<file path="config.mk">
export PLATFORM = sky130hd
export DESIGN_NAME = modular_exponentiation_top
export DESIGN_NICKNAME = d
export VERILOG_FILES = /design/src/sv/modexp_pkg.sv /design/src/sv/modexp_datapath.sv /design/src/sv/modexp_ctrl.sv /design/src/sv/modular_exponentiation_top.sv
export SDC_FILE = /design/constraint.sdc
export NUM_CORES = 1
export LEC_CHECK = 0
export BUFFER_PORTS_ARGS = -buffer_cell sky130_fd_sc_hd__buf_2
export CAP_MARGIN = 5
export CORE_MARGIN = 4
export CORE_UTILIZATION = 33
export CTS_CLUSTER_SIZE = 30
export DETAILED_ROUTE_END_ITERATION = 7
export HOLD_SLACK_MARGIN = 0.15
export PLACE_DENSITY_LB_ADDON = 0.1
export SYNTH_ARGS = -nofsm -noshare
export SYNTH_HDL_FRONTEND = slang
export SYNTH_SLANG_ARGS = --single-unit
</file>
<file path="constraint.sdc">
create_clock -name clk -period 13.9 [get_ports clk]
set_clock_uncertainty 0.15 [all_clocks]
set_input_delay 2.78 -clock clk [delete_from_list [all_inputs] [get_ports clk]]
set_output_delay 2.78 -clock clk [all_outputs]
set_load 0.005 [all_outputs]
</file>
<file path="src/sv/modexp_pkg.sv">
package modexp_pkg;

  // Configuration register indexes
  localparam int unsigned CFG_IDX_W = 1;
  localparam logic REG_MODULUS  = 1'b0;
  localparam logic REG_EXPONENT = 1'b1;

  // Fixed widths of the payload and configuration data
  localparam int unsigned DATA_W = 32;

  // Commands from the controller to the datapath
  typedef struct packed {
    logic load;       // capture message, start base reduction
    logic start_sqr;  // acc <= acc * acc mod n
    logic start_mul;  // acc <= acc * base mod n
    logic emit;       // copy acc into the output register
  } cmd_t;

  // Status from the datapath to the controller
  typedef struct packed {
    logic small_mod;  // modulus below two
    logic busy;       // modular multiplier is stepping
    logic mul_done;   // multiplier finished last cycle
  } sts_t;

  // Controller states
  typedef enum logic [4:0] {
    ST_IDLE = 5'b00001,
    ST_BASE = 5'b00010,
    ST_SQR  = 5'b00100,
    ST_MUL  = 5'b01000,
    ST_OUT  = 5'b10000
  } state_t;

endpackage

</file>
<file path="src/sv/modexp_datapath.sv">
module modexp_datapath #(
  parameter int WIDTH = 32
) (
  input  logic                         clk,
  input  logic                         rst,
  input  modexp_pkg::cmd_t             cmd,
  input  logic [modexp_pkg::DATA_W-1:0] message_value,
  input  logic [WIDTH-1:0]             modulus,
  output modexp_pkg::sts_t             sts,
  output logic [modexp_pkg::DATA_W-1:0] cipher_value
);
  import modexp_pkg::*;

  localparam int CNT_W = (WIDTH > 1) ? $clog2(WIDTH) : 1;

  logic [WIDTH-1:0] acc;
  logic [WIDTH-1:0] base;
  logic [WIDTH-1:0] prod;
  logic [WIDTH-1:0] ma;
  logic [WIDTH-1:0] mb;
  logic [CNT_W-1:0] cnt;
  logic             busy;
  logic             done;
  logic             dest_acc;
  logic [DATA_W-1:0] cipher;

  logic [WIDTH:0]   dbl_sum;
  logic [WIDTH:0]   add_sum;
  logic [WIDTH-1:0] dbl_val;
  logic [WIDTH-1:0] step_val;
  logic             small_mod;

  assign small_mod = (modulus < WIDTH'(2));

  // One shift-and-add step: prod <= 2*prod (+ ma) mod n
  always_comb begin
    dbl_sum = {1'b0, prod} + {1'b0, prod};
    if (dbl_sum >= {1'b0, modulus}) begin
      dbl_val = WIDTH'(dbl_sum - {1'b0, modulus});
    end else begin
      dbl_val = WIDTH'(dbl_sum);
    end
    add_sum = {1'b0, dbl_val} + {1'b0, ma};
    if (!mb[WIDTH-1]) begin
      step_val = dbl_val;
    end else if (add_sum >= {1'b0, modulus}) begin
      step_val = WIDTH'(add_sum - {1'b0, modulus});
    end else begin
      step_val = WIDTH'(add_sum);
    end
  end

  // Control bits of the multiplier
  always_ff @(posedge clk) begin
    if (rst) begin
      busy <= 1'b0;
      done <= 1'b0;
    end else begin
      done <= 1'b0;
      if (cmd.load) begin
        busy <= !small_mod;
      end else if (cmd.start_sqr || cmd.start_mul) begin
        busy <= 1'b1;
      end else if (busy && (cnt == '0)) begin
        busy <= 1'b0;
        done <= 1'b1;
      end
    end
  end

  // Operands, running product and result registers
  always_ff @(posedge clk) begin
    if (cmd.load) begin
      acc      <= small_mod ? '0 : WIDTH'(1);
      prod     <= '0;
      ma       <= WIDTH'(1);
      mb       <= WIDTH'(message_value);
      cnt      <= CNT_W'(WIDTH - 1);
      dest_acc <= 1'b0;
    end else if (cmd.start_sqr) begin
      prod     <= '0;
      ma       <= acc;
      mb       <= acc;
      cnt      <= CNT_W'(WIDTH - 1);
      dest_acc <= 1'b1;
    end else if (cmd.start_mul) begin
      prod     <= '0;
      ma       <= base;
      mb       <= acc;
      cnt      <= CNT_W'(WIDTH - 1);
      dest_acc <= 1'b1;
    end else if (busy) begin
      prod <= step_val;
      mb   <= mb << 1;
      cnt  <= cnt - CNT_W'(1);
      if (cnt == '0) begin
        if (dest_acc) begin
          acc <= step_val;
        end else begin
          base <= step_val;
        end
      end
    end
    if (cmd.emit) begin
      cipher <= DATA_W'(acc);
    end
  end

  assign sts.small_mod = small_mod;
  assign sts.busy      = busy;
  assign sts.mul_done  = done;
  assign cipher_value  = cipher;

endmodule

</file>
<file path="src/sv/modexp_ctrl.sv">
module modexp_ctrl #(
  parameter int WIDTH = 32
) (
  input  logic             clk,
  input  logic             rst,
  input  logic             in_valid,
  output logic             in_ready,
  output logic             out_valid,
  input  logic             out_ready,
  input  logic [WIDTH-1:0] exponent,
  input  modexp_pkg::sts_t sts,
  output modexp_pkg::cmd_t cmd
);
  import modexp_pkg::*;

  localparam int K_W = (WIDTH > 1) ? $clog2(WIDTH) : 1;

  state_t         state;
  state_t         state_next;
  logic [K_W-1:0] k;
  logic [K_W-1:0] k_next;
  logic           out_valid_next;
  logic           accept;

  assign in_ready = (state == ST_IDLE);
  assign accept   = in_valid && in_ready;

  // Sequence: reduce base unless modulus < 2, then square per exponent bit, multiply if set
  always_comb begin
    cmd            = '0;
    state_next     = state;
    k_next         = k;
    out_valid_next = out_valid && !out_ready;
    case (state)
      ST_IDLE: begin
        if (accept) begin
          cmd.load   = 1'b1;
          state_next = sts.small_mod ? ST_OUT : ST_BASE;
        end
      end
      ST_BASE: begin
        if (sts.mul_done) begin
          k_next        = K_W'(WIDTH - 1);
          cmd.start_sqr = 1'b1;
          state_next    = ST_SQR;
        end
      end
      ST_SQR: begin
        if (sts.mul_done) begin
          if (exponent[k]) begin
            cmd.start_mul = 1'b1;
            state_next    = ST_MUL;
          end else if (k == '0) begin
            state_next = ST_OUT;
          end else begin
            k_next        = k - K_W'(1);
            cmd.start_sqr = 1'b1;
          end
        end
      end
      ST_MUL: begin
        if (sts.mul_done) begin
          if (k == '0) begin
            state_next = ST_OUT;
          end else begin
            k_next        = k - K_W'(1);
            cmd.start_sqr = 1'b1;
            state_next    = ST_SQR;
          end
        end
      end
      ST_OUT: begin
        if (!out_valid || out_ready) begin
          cmd.emit       = 1'b1;
          out_valid_next = 1'b1;
          state_next     = ST_IDLE;
        end
      end
      default: begin
        state_next = ST_IDLE;
      end
    endcase
  end

  // Hold state, bit index and output valid
  always_ff @(posedge clk) begin
    if (rst) begin
      state     <= ST_IDLE;
      k         <= '0;
      out_valid <= 1'b0;
    end else begin
      state     <= state_next;
      k         <= k_next;
      out_valid <= out_valid_next;
    end
  end

`ifndef SYNTHESIS
  a_start_idle_mult: assert property (@(posedge clk) disable iff (rst)
    (cmd.start_sqr || cmd.start_mul || cmd.load) |-> !sts.busy)
    else $error("multiplier started while busy");

  a_emit_slot_free: assert property (@(posedge clk) disable iff (rst)
    cmd.emit |-> (!out_valid || out_ready))
    else $error("output register overwritten");

  a_small_mod_skip: assert property (@(posedge clk) disable iff (rst)
    (accept && sts.small_mod) |=> (state == ST_OUT))
    else $error("small modulus did not go straight to output");

  a_done_in_wait: assert property (@(posedge clk) disable iff (rst)
    sts.mul_done |-> (state == ST_BASE || state == ST_SQR || state == ST_MUL))
    else $error("multiplier finished outside a wait state");
`endif

endmodule

</file>
<file path="src/sv/modular_exponentiation_top.sv">
// Computes cipher_value = message_value ^ exponent mod modulus (left-to-right
// binary method). The message is first reduced mod n, then each exponent bit
// from the top down costs one modular squaring plus one modular multiply when
// the bit is set. All products run on one shared bit-serial shift-and-add
// multiplier. A modulus below two returns 0 and skips the multiplier. One
// item is worked at a time; a finished result sits in an output register,
// and the next transaction is accepted while it waits. Write modulus and
// exponent only while the block is idle; both keep their low WIDTH bits.
module modular_exponentiation_top #(
  parameter int WIDTH = 32
) (
  input  logic                             clk,
  input  logic                             rst,
  input  logic                             cfg_wr_en,
  input  logic [modexp_pkg::CFG_IDX_W-1:0] cfg_index,
  input  logic [modexp_pkg::DATA_W-1:0]    cfg_wdata,
  input  logic                             in_valid,
  output logic                             in_ready,
  input  logic [modexp_pkg::DATA_W-1:0]    message_value,
  output logic                             out_valid,
  input  logic                             out_ready,
  output logic [modexp_pkg::DATA_W-1:0]    cipher_value
);
  import modexp_pkg::*;

  logic [WIDTH-1:0] modulus;
  logic [WIDTH-1:0] exponent;
  cmd_t             cmd;
  sts_t             sts;

  // Configuration registers
  always_ff @(posedge clk) begin
    if (rst) begin
      modulus  <= WIDTH'(2);
      exponent <= WIDTH'(1);
    end else if (cfg_wr_en) begin
      case (cfg_index)
        REG_MODULUS:  modulus  <= WIDTH'(cfg_wdata);
        REG_EXPONENT: exponent <= WIDTH'(cfg_wdata);
        default: begin
        end
      endcase
    end
  end

  modexp_ctrl #(
    .WIDTH(WIDTH)
  ) u_ctrl (
    .clk      (clk),
    .rst      (rst),
    .in_valid (in_valid),
    .in_ready (in_ready),
    .out_valid(out_valid),
    .out_ready(out_ready),
    .exponent (exponent),
    .sts      (sts),
    .cmd      (cmd)
  );

  modexp_datapath #(
    .WIDTH(WIDTH)
  ) u_datapath (
    .clk          (clk),
    .rst          (rst),
    .cmd          (cmd),
    .message_value(message_value),
    .modulus      (modulus),
    .sts          (sts),
    .cipher_value (cipher_value)
  );

endmodule
</file>
### Yosys cells after proc, flatten, opt, wreduce, memory -nomap -nowiden

Cells that the tools add are included.

* equal/unequal tests: 14
* multipliers: 0
* add/subtract/negate cells: 6
* $lt $le $gt $ge: 4
* reduce and logical (&&, ||, !) cells: 25
* multiplexer cells: 54
* bitwise logic cells: 5
* shifts and indexed selects: 0
* div/mod/pow operators: 0

Operator list (count)
* 32-bit 2-to-1 mux: 15
* 5-bit 2-to-1 mux: 14
* 32-bit by 32-bit adder with 33-bit output: 2
* 33-bit by 32-bit greater-or-equal comparator with 1-bit output: 2
* 32-bit subtractor: 2
* 32-bit by 2-bit < comparator with 1-bit output (second input constant): 1
* 5-bit one-hot mux with 5 select lines: 1
* 1-bit 2-to-1 mux: 20
* 5-bit one-hot mux with 3 select lines: 1
* 6-bit AND reduction: 2
* 5-bit logical NOT: 2
* 5-bit AND reduction: 2
* 5-bit by 1-bit subtractor with 5-bit output (second input constant): 2
* 2-bit by 1-bit != test with 1-bit output (second input constant): 4
* 2-bit != test (second input constant): 4
* 2-bit nonzero test: 4
* 5-bit by 6-bit < comparator with 1-bit output (second input constant): 1
* 3-bit nonzero test: 2
* 3-bit OR reduction: 2
* 1-bit binary-select mux with 5-bit select: 1
* 5-bit by 1-bit equality test with 1-bit output (second input constant): 1
* 5-bit by 2-bit equality test with 1-bit output (second input constant): 1
* 5-bit by 3-bit equality test with 1-bit output (second input constant): 1
* 5-bit by 4-bit equality test with 1-bit output (second input constant): 1
* other kinds (10): 20

* bits in read-only memories: 0
* input bits: 70
* RAM bits: 0
* bits in latches: 0
* memories kept: 0
* flip-flop bits (word level): 275

### Longest topological paths before layout

* depth after elaboration: 13
* depth in mapped cells: 35

### Hierarchy

From an unflattened synthesis, not the netlist that was laid out.

* cells, all modules: 2068
* area total of the unflattened synthesis: 18869.3 sq um

By module, submodules not included
* modexp_datapath: times used 1, seq. area each 5285.1 sq um, cells each 1696, area an instance 15133.3 sq um
* modular_exponentiation_top: times used 1, seq. area each 1281.2 sq um, cells each 247, area an instance 2673.8 sq um
* modexp_ctrl: times used 1, seq. area each 220.2 sq um, cells each 125, area an instance 1062.3 sq um

### Worst setup path after synthesis

No wires, ideal clock.

* path kind: flip-flop to flip-flop
* start point: reg modulus[12]
* end point: reg u_datapath.acc[25] (data pin)
* period minus slack after synthesis: 7.044 ns
* library setup time: 0.255 ns
* arrival time: 6.639 ns
* stages on the path, launching flop included: 32
* path slack: 6.856 ns
* cell sequence: dfxtp_1 inv_1 ha_1 buf_2 a2111oi_0 o21ai_0 and2_1 a221o_1 nor3_2 nor2_1 buf_2 mux2i_1 inv_1 ha_1 a21o_1 or3_1 o21ba_2 o41ai_1 o21ai_0 xnor2_1 inv_1 ha_1 and3_1 and4_1 o211ai_1 o2111ai_1 nand3_1 o211ai_2 buf_4 mux2_2 o21a_1 and2_1

* cells in the longest elaborated chain, start to end: 12
* elaborated cells on any way between the ends: 14
* those cells by class: 3 x add/sub; 2 x order compare; 9 x mux

Ends and longest elaborated chain
* start: declaration: line modular_exponentiation_top.sv:26 `logic [WIDTH-1:0] modulus;`
* start signal: assignment: line modular_exponentiation_top.sv:38 `REG_MODULUS: modulus <= WIDTH'(cfg_wdata);`
* 32-bit subtractor / 33-bit by 32-bit greater-or-equal comparator with 1-bit output (equally long branches): line modexp_datapath.sv:39, modexp_datapath.sv:38
* 32-bit 2-to-1 mux: line modexp_datapath.sv:38 `if (dbl_sum >= {1'b0, modulus}) begin`
* 32-bit by 32-bit adder with 33-bit output: line modexp_datapath.sv:43 `add_sum = {1'b0, dbl_val} + {1'b0, ma};`
* 32-bit subtractor / 33-bit by 32-bit greater-or-equal comparator with 1-bit output (equally long branches): line modexp_datapath.sv:47, modexp_datapath.sv:46
* 32-bit 2-to-1 mux: line modexp_datapath.sv:46 `end else if (add_sum >= {1'b0, modulus}) begin`
* 32-bit 2-to-1 mux *: line modexp_datapath.sv:44 `if (!mb[WIDTH-1]) begin`
* via u_datapath.step_val[25]: line modexp_datapath.sv:30 `logic [WIDTH-1:0] step_val;`
* 32-bit 2-to-1 mux *: line modexp_datapath.sv:97 `if (dest_acc) begin`
* 32-bit 2-to-1 mux *: line modexp_datapath.sv:96 `if (cnt == '0) begin`
* 32-bit 2-to-1 mux *: line modexp_datapath.sv:92 `end else if (busy) begin`
* 32-bit 2-to-1 mux *: line modexp_datapath.sv:86 `end else if (cmd.start_mul) begin`
* 32-bit 2-to-1 mux *: line modexp_datapath.sv:80 `end else if (cmd.start_sqr) begin`
* 32-bit 2-to-1 mux *: line modexp_datapath.sv:73 `if (cmd.load) begin`
* end signal: assignment: line modexp_datapath.sv:74 `acc <= small_mod ? '0 : WIDTH'(1);`
* end signal: assignment: line modexp_datapath.sv:98 `acc <= step_val;`
* end: declaration: line modexp_datapath.sv:16 `logic [WIDTH-1:0] acc;`

Mark *: on every way through the listed nets, which the timed path passes. The rest lies on a longest branch. The select of a mux whose other input is x is not followed.
A chain may end at the register's enable or synchronous reset.

### Worst setup path in the final report

* start point: reg modulus[10]
* end point: reg u_datapath.acc[15] (data pin)

* cells in the longest elaborated chain, start to end: 12
* elaborated cells on any way between the ends: 14
* those cells by class: 3 x add/sub; 2 x order compare; 9 x mux

Ends and longest elaborated chain (line)
* 32-bit subtractor / 33-bit by 32-bit greater-or-equal comparator with 1-bit output (equally long branches): modexp_datapath.sv:39, modexp_datapath.sv:38
* 32-bit 2-to-1 mux: modexp_datapath.sv:38
* 32-bit by 32-bit adder with 33-bit output: modexp_datapath.sv:43
* 32-bit subtractor / 33-bit by 32-bit greater-or-equal comparator with 1-bit output (equally long branches): modexp_datapath.sv:47, modexp_datapath.sv:46
* 32-bit 2-to-1 mux: modexp_datapath.sv:46
* 32-bit 2-to-1 mux *: modexp_datapath.sv:44
* 32-bit 2-to-1 mux *: modexp_datapath.sv:97
* 32-bit 2-to-1 mux *: modexp_datapath.sv:96
* 32-bit 2-to-1 mux *: modexp_datapath.sv:92
* 32-bit 2-to-1 mux *: modexp_datapath.sv:86
* 32-bit 2-to-1 mux *: modexp_datapath.sv:80
* 32-bit 2-to-1 mux *: modexp_datapath.sv:73

Every way passes the cells marked *; elsewhere a longest branch is shown, timed or not. The select of a mux whose other input is x is not followed.

==> implementation parameters <==
Parameter                              Value

Place
  HPWL reported at the end of detailed placement    45000 um
  Port-buffer cells    103
  Cell area after placement    18600 um^2
  Post-placement setup slack    4.07 ns
  RePlAce Congestion    0.947

Timing
  Fin. Hold Viols    0
  Final cycle utilization of the critical path    72.2%
  Unrepaired setup endpoints after global routing    no
  Endpoints failing setup    0
  Slack of the critical path    3.86 ns
  Max frequency    99.6 MHz
  Accumulated negative setup slack    0 ns
  Post-route minimum period    10.04 ns
  Pin slew with the least headroom to its limit    1.21 ns
  Slew HR    19.4%
  Final slew viol count    0

Synthesis
  Synth Cell Area    17500 um^2
  Post-Syn Instances    2012
  Compound-cell area share of the yosys netlist    22.2%
  Primary FF master, synth    sky130_fd_sc_hd__dfxtp_1
  Seq/Total Area, Yosys    38.7%
  Count of cell types in the netlist    84
  Share of synthesized flip-flops with an asynchronous set or reset    0%
  Top post-synthesis cells by area    sky130_fd_sc_hd__edfxtp_1 (22%), sky130_fd_sc_hd__dfxtp_1 (17%), sky130_fd_sc_hd__ha_1 (7.0%)
  Simple-gate area share of the yosys netlist    17.5%
  Post-synth EDFFs    128
  Share of Yosys cell area claimed by the top area cell type    21.9%
  Combinational family with the most area after synthesis    compound AO/OA/AOI/OAI gates
  Mux share of post-synthesis cell area    5.60%
  Synthesized net count    2183
  Number of flip-flops and latches in the synthesized netlist    275
  Synthesis Warnings    0
  Fraction of synthesized cell area in xor and xnor cells    3.65%
  Post-synthesis average cell area    8.71 um^2
  Cell type with the highest aggregate area in the netlist    sky130_fd_sc_hd__edfxtp_1
  Post-synthesis adder-cell area fraction    7.34%

Floorplan
  Effective utilization at floorplan    33.3%
  Site Rows    84
  Core area    52600 um^2
  DIE AREA    56900 um^2
  I/O pin total    104
  Die Wd    238 um
  Height of the chip    238 um

GRT
  First-pass GRT wire length    91300 um
  Remaining Overflow, GRT    0
  Number of global-route vias before repair    14700
  Antenna violations before repair    0
  Maximum number of pins on one net before global-route repair    78
  Total track usage    20.7%

Min path
  Worst Hold Class    flip-flop to flip-flop

Clock tree
  Root cell of the clock tree    sky130_fd_sc_hd__clkbuf_16
  # resized after CTS    0
  TritonCTS buffer count    35
  Number of H-tree levels    2
  Clock tree from TritonCTS    yes
  Clock Latency Late Sink    0.56 ns
  Clock-pin slew reported for the worst setup and hold paths after clock tree synthesis    0.06 ns
  CTS Buffer Depth    3
  Sinks on Clock Net    275
  Number of buffers inserted by post-CTS setup repair    0
  Number of buffers added to fix hold violations after cts    0

Outcome
  Result of the run    complete, no violations

Final layout
  Layout Utilization    37.5%
  Layout-stage area growth over the synthesis result    12.5%
  Post-layout nets    2233
  Number of antenna repair diodes    0
  Ratio of cells with drive above 1 in the final layout    11.4%
  Post-Layout Inst Area    19700 um^2

Worst setup path
  Category of the most critical setup path    flip-flop to flip-flop
  Largest stage delay, worst path    0.98 ns
  Crit-path max FO    30
  Worst Path Required    14.15 ns
  Critical path capture point type    flip-flop
  Sort of element at the start of the critical path    flip-flop
  Data arrival at the endpoint of the critical path    10.29 ns
  Slowest cell on the critical path    sky130_fd_sc_hd__o211a_1

Routing
  DRC marker count from the first detailed-route iteration    1378
  Average wire per standard cell    21.6 um
  Number of antenna-violating nets in the routed design    0
  Vias per Instance    5.50
  Number of remaining DRC errors    0
  Number of vias in the routed layout    15300
  Total routed wirelength    60000 um
  DR pass1 iterations    5

Job
  Max_cap viols    0
final timing paths:
path,from,end,slack (ns),depth (start not counted)
hold reg to reg,exponent[26]$_SDFFE_PP0P_,exponent[26]$_SDFFE_PP0P_,0.30,2
hold / removal,exponent[26]$_SDFFE_PP0P_,exponent[26]$_SDFFE_PP0P_,0.30,2
setup reg to reg,modulus[10]$_SDFFE_PP0P_,u_datapath.acc[15]$_SDFFCE_PP0P_,3.86,30
setup / recovery,modulus[10]$_SDFFE_PP0P_,u_datapath.acc[15]$_SDFFCE_PP0P_,3.86,30
metal layers:
| layer | wire [um] | track usage (%) | part of all wire [%] | up-vias |
|---|---|---|---|---|
| met1 | 30000 | 31.2 | 50 | 7273 |
| met5 | 0 | 0 | 0 | - |
| met4 | 1280 | 5.07 | 2.1 | 0 |
| met2 | 25200 | 31.0 | 42 | 472 |
| met3 | 3490 | 3.11 | 5.8 | 76 |
| li1 | - | - | - | 7445 |
sequential cells by signal, summed over array words and instances, names as in the netlist, 32 cells and up:
register                 count
u_datapath.prod             32
u_datapath.acc              32
u_datapath.ma               32
u_datapath.cipher_value     32
u_datapath.mb               32
u_datapath.base             32
modulus                     32
exponent                    32
stage by stage:
step	hold slack [ns]	std cells
2_1_floorplan	0.280	2012
3_3_place_gp	0.289	2713
3_5_place_dp	0.297	2713
4_1_cts	0.306	2776
5_1_grt	0.323	2776
6_report	0.303	2776
cell usage in the layout (no fill, tap or decap), types with 17 or more instances in the layout:
master	n
sky130_fd_sc_hd__a31oi_1	22
sky130_fd_sc_hd__o211ai_1	21
sky130_fd_sc_hd__xor2_1	29
sky130_fd_sc_hd__o31ai_1	17
sky130_fd_sc_hd__a22oi_1	33
sky130_fd_sc_hd__ha_1	98
sky130_fd_sc_hd__nand4_1	21
sky130_fd_sc_hd__clkbuf_16	36
sky130_fd_sc_hd__a211oi_1	19
sky130_fd_sc_hd__o21a_1	17
sky130_fd_sc_hd__o21ai_0	74
sky130_fd_sc_hd__buf_2	103
sky130_fd_sc_hd__a21oi_1	228
sky130_fd_sc_hd__inv_1	100
sky130_fd_sc_hd__nor3_1	34
sky130_fd_sc_hd__mux2_2	20
sky130_fd_sc_hd__a21o_1	50
sky130_fd_sc_hd__edfxtp_1	128
sky130_fd_sc_hd__xnor2_1	44
sky130_fd_sc_hd__nand3_1	61
sky130_fd_sc_hd__nand2_1	282
sky130_fd_sc_hd__mux2i_1	53
sky130_fd_sc_hd__o21ai_1	19
sky130_fd_sc_hd__buf_4	20
sky130_fd_sc_hd__and3_1	21
sky130_fd_sc_hd__dfxtp_1	147
sky130_fd_sc_hd__nor2_1	129
kinds of logic after synthesis:
family | after synthesis
flops | 275
mux | 83
simple gates | 663
xor+xnor | 73
buf+inv | 210
compound gates | 607
fa+ha+maj | 101
worst max-delay path: cells and delay by family, from the launching register on:
family                     cells  cell delay, ns
AOI/OAI and AO/OA             14            5.16
buffers and inverters          4            0.73
and+or+nand+nor                8            1.89
muxes                          1            0.41
DFF                            1            0.37
adders and majority gates      3            1.14
cell usage after synthesis, types with 20 or more instances:
cell                       instances
sky130_fd_sc_hd__nand2_1         282
sky130_fd_sc_hd__a21oi_1         228
sky130_fd_sc_hd__dfxtp_1         147
sky130_fd_sc_hd__nor2_1          130
sky130_fd_sc_hd__edfxtp_1        128
sky130_fd_sc_hd__inv_1           100
sky130_fd_sc_hd__ha_1             98
sky130_fd_sc_hd__clkbuf_1         78
sky130_fd_sc_hd__o21ai_0          74
sky130_fd_sc_hd__nand3_1          61
sky130_fd_sc_hd__mux2i_1          53
sky130_fd_sc_hd__a21o_1           50
sky130_fd_sc_hd__xnor2_1          44
sky130_fd_sc_hd__nor3_1           35
sky130_fd_sc_hd__a22oi_1          33
sky130_fd_sc_hd__xor2_1           29
sky130_fd_sc_hd__a31oi_1          22
sky130_fd_sc_hd__and3_1           21
sky130_fd_sc_hd__nand4_1          21
sky130_fd_sc_hd__o211ai_1         21
sky130_fd_sc_hd__mux2_2           20
layout make-up:
| class | count | area [um^2] |
|---|---|---|
| tap | 688 | 861 |
| clock buffer | 48 | 956 |
| sequential | 275 | 6790 |
| fill | 5422 | 32800 |
| inverter | 100 | 375 |
| clock inverter | 15 | 151 |
| multi-input combinational | 1527 | 9920 |
| timing repair buffer | 123 | 666 |
Power is left out: the tool's default activity adds up to more than one toggle a clock period on the data nets, which glitch-free logic cannot reach.
